--- config.mk ---
export PLATFORM = sky130hd
export DESIGN_NAME = gyro_rotation_dial_integrator
export DESIGN_NICKNAME = d
export VERILOG_FILES = /design/src/hw/rtl/grdi_pkg.sv /design/src/hw/rtl/gyro_rotation_dial_integrator.sv
export SDC_FILE = /design/constraint.sdc
export NUM_CORES = 1
export LEC_CHECK = 0
export ABC_AREA = 1
export BUFFER_PORTS_ARGS = -buffer_cell sky130_fd_sc_hd__buf_2
export CAP_MARGIN = 20
export CORE_MARGIN = 2
export CORE_UTILIZATION = 46
export CTS_CLUSTER_SIZE = 24
export DETAILED_ROUTE_END_ITERATION = 7
export HOLD_SLACK_MARGIN = 0.08
export PLACE_DENSITY = 0.61
export SETUP_SLACK_MARGIN = 0.05
export SLEW_MARGIN = 20
export SYNTH_ARGS = -nofsm -noshare
export SYNTH_HDL_FRONTEND = slang
export SYNTH_SLANG_ARGS = --single-unit
--- constraint.sdc ---
create_clock -name clk -period 4.19 [get_ports clk]
set_input_delay 0.2095 -clock clk [delete_from_list [all_inputs] [get_ports clk]]
set_output_delay 0.2095 -clock clk [all_outputs]
set_load 0.05 [all_outputs]
--- src/hw/rtl/grdi_pkg.sv ---
package grdi_pkg;

    // Field widths
    localparam int GYRO_W   = 16;
    localparam int DT_W     = 20;
    localparam int CODE_W   = 12;
    localparam int DIAL_W   = 8;
    localparam int RATE_W   = GYRO_W + 1;
    localparam int MAG_W    = GYRO_W;
    localparam int PROD_W   = MAG_W + DT_W;
    localparam int ACC_W    = 40;
    localparam int BAND_W   = 15;
    localparam int TICK_W   = 32;

    // Configuration port
    localparam int CFG_IDX_W  = 3;
    localparam int CFG_DATA_W = 32;

    localparam logic [CFG_IDX_W-1:0] REG_RATE_OFFSET = 3'd0;
    localparam logic [CFG_IDX_W-1:0] REG_DEAD_BAND   = 3'd1;
    localparam logic [CFG_IDX_W-1:0] REG_TICK_SIZE   = 3'd2;
    localparam logic [CFG_IDX_W-1:0] REG_DIAL_MAX    = 3'd3;

    localparam logic signed [GYRO_W-1:0] RST_RATE_OFFSET = 16'sd0;
    localparam logic [BAND_W-1:0]        RST_DEAD_BAND   = 15'd66;
    localparam logic [TICK_W-1:0]        RST_TICK_SIZE   = 32'd471600000;
    localparam logic [DIAL_W-1:0]        RST_DIAL_MAX    = 8'd100;

    // Serial step counts
    localparam int CNT_W = 6;
    localparam logic [CNT_W-1:0] MUL_LAST = CNT_W'(DT_W - 1);
    localparam logic [CNT_W-1:0] DIV_LAST = CNT_W'(ACC_W - 1);

endpackage

--- src/hw/rtl/gyro_rotation_dial_integrator.sv ---
// Channel   Direction  Handshake            Payload
// in        sink       in_valid / in_stall  gyro_raw, elapsed_us, level_code, threshold_code
// out       source     out_valid / out_stall dial_value, engaged
// cfg       sink       cfg_valid / cfg_ready cfg_index, cfg_data
//
// Engaged sample: the 20-step shift-add multiplier over elapsed_us, then the 40-step
// restoring divider by tick_size, then the output register.
// Disengaged sample: skips both and goes straight to the output register. One sample is worked on at a time.
// rst_n is asynchronous; it clears state and the output valid and loads the configuration defaults.
// A stalled result holds; the next sample is taken meanwhile and finishes once the
// output register frees up. cfg_ready is always high.
module gyro_rotation_dial_integrator (
    input  logic                                  clk,
    input  logic                                  rst_n,
    input  logic                                  in_valid,
    output logic                                  in_stall,
    input  logic signed [grdi_pkg::GYRO_W-1:0]    gyro_raw,
    input  logic [grdi_pkg::DT_W-1:0]             elapsed_us,
    input  logic [grdi_pkg::CODE_W-1:0]           level_code,
    input  logic [grdi_pkg::CODE_W-1:0]           threshold_code,
    output logic                                  out_valid,
    input  logic                                  out_stall,
    output logic [grdi_pkg::DIAL_W-1:0]           dial_value,
    output logic                                  engaged,
    input  logic                                  cfg_valid,
    output logic                                  cfg_ready,
    input  logic [grdi_pkg::CFG_IDX_W-1:0]        cfg_index,
    input  logic [grdi_pkg::CFG_DATA_W-1:0]       cfg_data
);
    import grdi_pkg::*;

    typedef enum logic [2:0] {
        S_IDLE,
        S_PREP,
        S_MUL,
        S_SUM,
        S_ABS,
        S_DIV,
        S_FIX,
        S_DONE
    } state_t;

    state_t state_reg;

    logic signed [GYRO_W-1:0] rate_offset_reg;
    logic [BAND_W-1:0]        dead_band_reg;
    logic [TICK_W-1:0]        tick_size_reg;
    logic [DIAL_W-1:0]        dial_max_reg;

    logic signed [ACC_W-1:0]  accum_reg;
    logic [DIAL_W-1:0]        dial_pos_reg;
    logic [CNT_W-1:0]         cnt_reg;
    logic                     on_reg;
    logic                     out_valid_reg;
    logic [DIAL_W-1:0]        dial_out_reg;
    logic                     engaged_out_reg;

    // Datapath, no reset
    logic signed [RATE_W-1:0] rate_reg;
    logic                     rate_neg_reg;
    logic [MAG_W-1:0]         mcand_reg;
    logic [PROD_W-1:0]        prod_reg;
    logic [ACC_W-1:0]         dvd_reg;
    logic                     sum_neg_reg;
    logic [TICK_W-1:0]        rem_reg;
    logic [TICK_W-1:0]        div_reg;

    logic in_accept;
    logic out_free;

    logic signed [RATE_W-1:0] rate_next;
    logic [RATE_W-1:0]        rate_mag;
    logic [MAG_W:0]           mul_sum;
    logic [PROD_W-1:0]        prod_next;
    logic [ACC_W-1:0]         prod_wide;
    logic [ACC_W-1:0]         sum_next;
    logic [ACC_W-1:0]         abs_next;
    logic [TICK_W:0]          div_shift;
    logic [TICK_W+1:0]        div_diff;
    logic                     div_ge;
    logic [ACC_W-1:0]         rem_wide;
    logic signed [ACC_W-1:0]  accum_next;
    logic [ACC_W:0]           dial_up;
    logic [DIAL_W-1:0]        dial_down;
    logic [DIAL_W-1:0]        dial_next;

    assign in_stall  = (state_reg != S_IDLE);
    assign in_accept = in_valid && !in_stall;
    assign out_free  = !out_valid_reg || !out_stall;
    assign cfg_ready = 1'b1;

    assign out_valid  = out_valid_reg;
    assign dial_value = dial_out_reg;
    assign engaged    = engaged_out_reg;

    always_comb
    begin
        rate_next = RATE_W'(rate_offset_reg) - RATE_W'(gyro_raw);
        rate_mag  = rate_reg[RATE_W-1] ? RATE_W'(-rate_reg) : RATE_W'(rate_reg);

        // Shift-add: add the multiplicand into the high half on a set LSB, shift right
        mul_sum   = {1'b0, prod_reg[PROD_W-1:DT_W]}
                  + (prod_reg[0] ? {1'b0, mcand_reg} : {(MAG_W+1){1'b0}});
        prod_next = {mul_sum, prod_reg[DT_W-1:1]};

        prod_wide = ACC_W'(prod_reg);
        sum_next  = rate_neg_reg ? (ACC_W'(accum_reg) - prod_wide)
                                 : (ACC_W'(accum_reg) + prod_wide);
        abs_next  = dvd_reg[ACC_W-1] ? (~dvd_reg + 1'b1) : dvd_reg;

        div_shift = {rem_reg, dvd_reg[ACC_W-1]};
        div_diff  = {1'b0, div_shift} - {2'b00, div_reg};
        div_ge    = !div_diff[TICK_W+1];

        // Remainder keeps the sign of the dividend
        rem_wide   = ACC_W'(rem_reg);
        accum_next = sum_neg_reg ? $signed(~rem_wide + 1'b1) : $signed(rem_wide);

        dial_up   = {{(ACC_W+1-DIAL_W){1'b0}}, dial_pos_reg} + {1'b0, dvd_reg};
        dial_down = (dvd_reg > ACC_W'(dial_pos_reg)) ? '0
                                                     : (dial_pos_reg - dvd_reg[DIAL_W-1:0]);
        if (sum_neg_reg)
        begin
            dial_next = (dial_down > dial_max_reg) ? dial_max_reg : dial_down;
        end
        else
        begin
            dial_next = (dial_up > (ACC_W+1)'(dial_max_reg)) ? dial_max_reg
                                                              : dial_up[DIAL_W-1:0];
        end
    end

    always_ff @(posedge clk or negedge rst_n)
    begin
        if (!rst_n)
        begin
            state_reg       <= S_IDLE;
            rate_offset_reg <= RST_RATE_OFFSET;
            dead_band_reg   <= RST_DEAD_BAND;
            tick_size_reg   <= RST_TICK_SIZE;
            dial_max_reg    <= RST_DIAL_MAX;
            accum_reg       <= '0;
            dial_pos_reg    <= '0;
            cnt_reg         <= '0;
            on_reg          <= 1'b0;
            out_valid_reg   <= 1'b0;
            dial_out_reg    <= '0;
            engaged_out_reg <= 1'b0;
        end
        else
        begin
            if (cfg_valid && cfg_ready)
            begin
                case (cfg_index)
                    REG_RATE_OFFSET: rate_offset_reg <= cfg_data[GYRO_W-1:0];
                    REG_DEAD_BAND:   dead_band_reg   <= cfg_data[BAND_W-1:0];
                    REG_TICK_SIZE:   tick_size_reg   <= cfg_data[TICK_W-1:0];
                    REG_DIAL_MAX:    dial_max_reg    <= cfg_data[DIAL_W-1:0];
                    default:         ;
                endcase
            end

            // Drop a taken result unless the next one loads in the same cycle
            if (out_valid_reg && !out_stall && (state_reg != S_DONE))
            begin
                out_valid_reg <= 1'b0;
            end

            case (state_reg)
                S_IDLE:
                begin
                    if (in_accept)
                    begin
                        on_reg <= (level_code > threshold_code);
                        if (level_code > threshold_code)
                        begin
                            state_reg <= S_PREP;
                        end
                        else
                        begin
                            accum_reg <= '0;
                            state_reg <= S_DONE;
                        end
                    end
                end
                S_PREP:
                begin
                    cnt_reg   <= '0;
                    state_reg <= S_MUL;
                end
                S_MUL:
                begin
                    cnt_reg <= cnt_reg + 1'b1;
                    if (cnt_reg == MUL_LAST)
                    begin
                        state_reg <= S_SUM;
                    end
                end
                S_SUM:
                begin
                    state_reg <= S_ABS;
                end
                S_ABS:
                begin
                    cnt_reg   <= '0;
                    state_reg <= S_DIV;
                end
                S_DIV:
                begin
                    cnt_reg <= cnt_reg + 1'b1;
                    if (cnt_reg == DIV_LAST)
                    begin
                        state_reg <= S_FIX;
                    end
                end
                S_FIX:
                begin
                    accum_reg    <= accum_next;
                    dial_pos_reg <= dial_next;
                    state_reg    <= S_DONE;
                end
                S_DONE:
                begin
                    // Hold until the output register is free
                    if (out_free)
                    begin
                        out_valid_reg   <= 1'b1;
                        dial_out_reg    <= dial_pos_reg;
                        engaged_out_reg <= on_reg;
                        state_reg       <= S_IDLE;
                    end
                end
                default:
                begin
                    state_reg <= S_IDLE;
                end
            endcase
        end
    end

    always_ff @(posedge clk)
    begin
        case (state_reg)
            S_IDLE:
            begin
                if (in_accept)
                begin
                    rate_reg <= rate_next;
                    prod_reg <= {{MAG_W{1'b0}}, elapsed_us};
                end
            end
            S_PREP:
            begin
                rate_neg_reg <= rate_reg[RATE_W-1];
                // Strict deadband: magnitudes below the band count as zero
                mcand_reg <= (rate_mag < RATE_W'(dead_band_reg)) ? '0 : rate_mag[MAG_W-1:0];
            end
            S_MUL:
            begin
                prod_reg <= prod_next;
            end
            S_SUM:
            begin
                dvd_reg <= sum_next;
            end
            S_ABS:
            begin
                sum_neg_reg <= dvd_reg[ACC_W-1];
                dvd_reg     <= abs_next;
                rem_reg     <= '0;
                div_reg     <= (tick_size_reg == '0) ? TICK_W'(1) : tick_size_reg;
            end
            S_DIV:
            begin
                // Quotient bits shift in where dividend bits leave
                rem_reg <= div_ge ? div_diff[TICK_W-1:0] : div_shift[TICK_W-1:0];
                dvd_reg <= {dvd_reg[ACC_W-2:0], div_ge};
            end
            default:
            begin
            end
        endcase
    end

endmodule

## Word-level counts from Yosys, hierarchy flattened

Index checks and enable logic that the tools add are counted.

| storage, ports and cells | value |
|---|---|
| output and inout bits | 12 |
| latch bits | 0 |
| memories kept | 0 |
| input bits | 100 |
| memory bits (read-only) | 0 |
| RAM bits | 0 |
| word-level logic and storage cells | 114 |
| flip-flop bits (word level) | 314 |

| cells by class | value |
|---|---|
| reduce and logical (&&, ||, !) cells | 29 |
| shift operators | 0 |
| div/mod/pow operators | 0 |
| $mul | 0 |
| eq/ne operators | 19 |
| multiplexer cells | 27 |
| add/subtract/negate cells | 11 |
| order comparisons | 5 |
| bitwise operators | 2 |

Operator list:

| operator | count |
|---|---|
| two-way mux 40 bit | 5 |
| one-hot mux 40 bit (3 select lines) | 1 |
| adder 40 x 1 -> 40 bit (second input constant) | 2 |
| one-hot mux 40 bit (2 select lines) | 1 |
| one-hot mux 36 bit (2 select lines) | 1 |
| one-hot mux 32 bit (2 select lines) | 1 |
| adder 8 x 40 -> 41 bit | 1 |
| greater-than comparator 41 x 8 -> 1 bit | 1 |
| adder 40 x 36 -> 40 bit | 1 |
| greater-than comparator 40 x 8 -> 1 bit | 1 |
| inverter 32 -> 40 bit | 1 |
| inverter 40 bit | 1 |
| subtractor 40 x 36 -> 40 bit | 1 |
| two-way mux 36 bit | 1 |
| subtractor 33 x 32 -> 34 bit | 1 |
| logical NOT 32 bit | 1 |
| two-way mux 32 bit | 1 |
| two-way mux 8 bit | 4 |
| one-hot mux 3 bit (8 select lines) | 1 |
| adder 16 x 16 -> 17 bit | 1 |
| < comparator 17 x 15 -> 1 bit | 1 |
| two-way mux 17 bit | 1 |
| negation 17 bit | 1 |
| subtractor 16 x 16 -> 17 bit | 1 |
| 25 further kinds | 61 |

## Depth between registers and ports, before layout

| depth | value |
|---|---|
| word-level depth | 6 |
| depth in mapped cells | 26 |

## Worst setup path before layout

Ideal clock, no wire load.

| timing path | value |
|---|---|
| path kind | reg-to-reg |
| from | register prod_reg[0] |
| to | register dvd_reg[34], data pin |
| clock period less this slack | 3715 ps |
| data required time | 3922 ps |
| stages on the path, launching flop included | 24 |
| path slack | 475 ps |
| setup time | 268 ps |
| data arrival time | 3446 ps |
| path buffers | 1 |
| cells stage by stage | edfxtp_1 > buf_2 > inv_2 > ha_1 > nand2_1 > nor2_1 > nand3_1 > nor3_2 > nand3_1 > nor3_2 > nand4_1 > nor3_1 > a21oi_1 > xnor2_1 > ha_1 > nand2_1 > nor2_1 > inv_1 > nor4_1 > nand3_1 > nand3_1 > nand2_1 > nand3_1 > o211ai_1 |

| between the ends | value |
|---|---|
| cells in the longest elaborated chain, start to end | 3 |
| elaborated cells on any way between the ends | 4 |
| classes of those cells | add/sub (2); mux (2) |

Ends and longest elaborated chain:

| what | RTL line | text |
|---|---|---|
| from (decl) | gyro_rotation_dial_integrator.sv:62 | `logic [PROD_W-1:0] prod_reg;` |
| from (signal assigned) | gyro_rotation_dial_integrator.sv:249 | `prod_reg <= {{MAG_W{1'b0}}, elapsed_us};` |
| from (signal assigned) | gyro_rotation_dial_integrator.sv:260 | `prod_reg <= prod_next;` |
| adder 40 x 36 -> 40 bit or subtractor 40 x 36 -> 40 bit (tied branches) | gyro_rotation_dial_integrator.sv:108, gyro_rotation_dial_integrator.sv:107 |  |
| two-way mux 40 bit * | gyro_rotation_dial_integrator.sv:107 | `sum_next = rate_neg_reg ? (ACC_W'(accum_reg) - prod_wide)` |
| one-hot mux 40 bit (3 select lines) * | gyro_rotation_dial_integrator.sv:243 | `case (state_reg)` |
| to (signal assigned) | gyro_rotation_dial_integrator.sv:264 | `dvd_reg <= sum_next;` |
| to (signal assigned) | gyro_rotation_dial_integrator.sv:269 | `dvd_reg <= abs_next;` |
| to (signal assigned) | gyro_rotation_dial_integrator.sv:277 | `dvd_reg <= {dvd_reg[ACC_W-2:0], div_ge};` |
| to (decl) | gyro_rotation_dial_integrator.sv:63 | `logic [ACC_W-1:0] dvd_reg;` |

Every way passes the cells marked *; elsewhere a longest branch is shown, timed or not.
A chain may end at the register's enable or synchronous reset.

## Worst setup path in the final report

| timing path | value |
|---|---|
| from | register prod_reg[1] |
| to | register dvd_reg[33], data pin |

The elaborated chain is that of the path after synthesis.

==> results.tsv <==
metric	value	unit
finalClockSkew	0.0331	ns
wl	85400	µm
synth_sequential_area_ratio	34.9	%
reported_max_cap_violation_count	0	
time_the_final_worst_path_needs_with_i_o_delays_and_setup	4.13	ns
numnets_final	3939	
critical-path-max-stage-delay	0.48	ns
floorplan.die_area	56500	µm²
groute.layer.met2.usage	51.9	%
via_count_of_the_first_global_routing_pass	23251	
cts.root.buffer_cell	clkbuf_16	
placement.io_buffers	110	
tritoncts	yes	
worst_ir_drop_vdd	403	µV
relSlewSlack	22.8	%
synth-edff-count	175	
grt_pass1_wl	132000	µm
drv_slew	0	
tritoncts_sinks	314	
static_leakage	13.9	nW
worstPathArrival	4.51	ns
async_reset_ff_share	44.3	%
clock_latency	0.57	ns
postSynthNetCount	3719	
htreeDepth	2	
worst_setup_hold_path_clk_slew	0.06	ns
route.detailed.vias_per_inst	5.49	
die_outline_height	238	µm
layout_commonest_cell	nand2_1	
timing.critical_path.required	4.57	ns
grt_use_met1	40.2	%
synth.yosys.warnings	0	
netlist_instances	3440	
worst_path_dominant_cell_family	simple AND/OR/NAND/NOR gates	
cts_made_buffers	39	
cp.depth	21	
clock.fmax	242	MHz
power_density	877	nW/µm²
die_w	238	µm
detailroute.via_count	24089	
rsz0062_at_grt	yes	
floorplan.initialDensity	46.6	%
grt_max_degree	76	
hold-path-cell-count	3	
grt-busiest-layer	met2	
core_region_area	53900	µm²
critPathMaxFanout	4	
detail_route.wl_per_cell	19.5	µm
critical_path_class	reg2reg	
synthesis.area	25100	µm²
share_of_the_synthesized_area_in_the_top_cell_type	20.9	%
drive_above_1_share	15.4	%
antenna_found_initial	2	
critical-path-slowest-cell	nor3_1	
pin_count	112	
synth_flop_cell	edfxtp_1	
timing.critical_path.to_type	register	
startpoint_type	register	
min-delay-path-class	in2reg	
grt_util_all_layers	30.2	%
area.growth.synth_to_final	17.6	%
setup_slack	0.0602	ns
global_placement_routability_congestion	0.966	
filler_cell_count	5212	
finalSetupViolCount	0	
post_synth_num_cell_types	68	
ctsLongestPathBuffers	3	
finalPower	25.9	mW
cell_by_cell_trace_of_the_critical_path	inv_2 -> ha_4 -> nand2_4 -> nor2_4 -> nand3_2 -> nor3_4 -> nand3_4 -> nor3_4 -> buf_4 -> nor2_1 -> xor2_1 -> ha_1 -> nand2_1 -> nor2_1 -> inv_1 -> nor3_1 -> o21ai_0 -> o2111ai_2 -> xor2_1 -> nand2_1 -> o211ai_1	
ys_seq_elements	314	
grt_util_met3	3.97	%
mostFrequentLayoutCells	nand2_1 (714), inv_1 (511), nor2_1 (299)	
pre_cts_slack	-0.0224	ns
route.antenna.remaining_nets	0	
drt_iter0_drc	1831	
drt_drc_violations_left	0	
grt.overflow.total	0	
syn_avg_cell_area	7.30	µm²
synth_top_cell_by_area	edfxtp_1	
critPathBufInv	3	
first_pass_iters	6	
status	complete, no violations	
final.period_utilization	98.6	%
hpwl	68700	µm
rr_worst_depth	21	
finalHoldViolations	0	
synth.area.top_cells	edfxtp_1 (21%), dfrtp_1 (12%), nand2_1 (11%)	
std_cell_rows	85	
tightestPinTransition	1.15	ns
per-layer routing:
metal	up-vias	wire, µm	part of all wire [%]
met3	127	4620	5.4
met1	11462	37700	44
met2	636	40800	48
li1	11862	-	-
met5	-	12	0.014
met4	2	2170	2.5
layout make-up:
type                       count  area [µm²]  area share (%)
sequential                   314        8750            29.6
clock buffer                  51        1100            3.73
multi-input combinational   2466       14400            48.9
tap                          696         871            2.95
inverter                     546        2050            6.94
antenna                        1        2.50         0.00847
clock inverter                21         238           0.805
timing repair buffer         293        2080            7.05
cells by family after synthesis:
kind of cell	after synthesis	share of synthesized area (%)
xor+xnor	125	4.42
fa+ha+maj	179	9.10
buf+inv	660	10.1
other cells	1	0.0149
flops	314	34.9
mux	16	0.717
simple gates	1465	25.5
compound gates	680	15.2
tightest hold or removal path: stages:
cell and delay [ns]:
buf_2 0.08, inv_1 0.13, o21ai_0 0.19
path summary, 6_finish.rpt:
kind / startpoint / endpoint / slack (ns)
worst max-delay path: prod_reg[1] / dvd_reg[33] / 0.06
worst min-delay path: cfg_data[7] / rate_offset_reg[7] / 0.09
worst max register to register: prod_reg[1] / dvd_reg[33] / 0.06
worst min register to register: tick_size_reg[29] / div_reg[29] / 0.47
max in group asynchronous: rst_n / accum_reg[21] / 2.99
min in group asynchronous: rst_n / tick_size_reg[30] / 0.22
cells in the mapped netlist (all sizes together), types with 13 or more instances:
| cell type | number |
|---|---|
| nand4 | 55 |
| mux2 | 16 |
| edfxtp | 175 |
| a31oi | 24 |
| dfstp | 15 |
| a21o | 16 |
| xnor2 | 32 |
| o221ai | 18 |
| ha | 173 |
| o21ai | 292 |
| nor2 | 345 |
| dfrtp | 124 |
| buf | 31 |
| nand3 | 198 |
| a21oi | 233 |
| xor2 | 93 |
| nor3 | 62 |
| o21bai | 13 |
| or2 | 23 |
| nor4 | 25 |
| inv | 544 |
| nand2 | 738 |
| o211ai | 22 |
| clkbuf | 83 |
power breakdown:
group | switching [mW] | internal [mW]
Combinational | 10.5 | 5.60
Clock | 1.43 | 2.12
Sequential | 1.36 | 4.93
Total | 13.3 | 12.6
repair_timing:
| action | 4_1_cts | 5_1_grt |
|---|---|---|
| endpoints found under the setup margin | 7 | 34 |
| pin swaps | 2 | 50 |
| endpoints found under the hold margin | 139 | 0 |
| setup buffers | 0 | 15 |
| resized for setup | 8 | 156 |
| hold buffers | 52 | 0 |
stage by stage:
stage	std cells	util, %	hold WS, ns	setup TNS (ns)	instance area [µm²]
after floorplan	3440	-	-0.0861	0	25100
after global placement	4248	50.0	0.254	0	26900
after detailed placement	4248	50.0	0.266	-0.0224	26900
after CTS	4372	53.5	0.0829	0	28800
after global routing	4387	54.8	0.123	-1.46	29500
final	4388	54.8	0.0890	0	29500
Power figures use the tool's default switching activity.
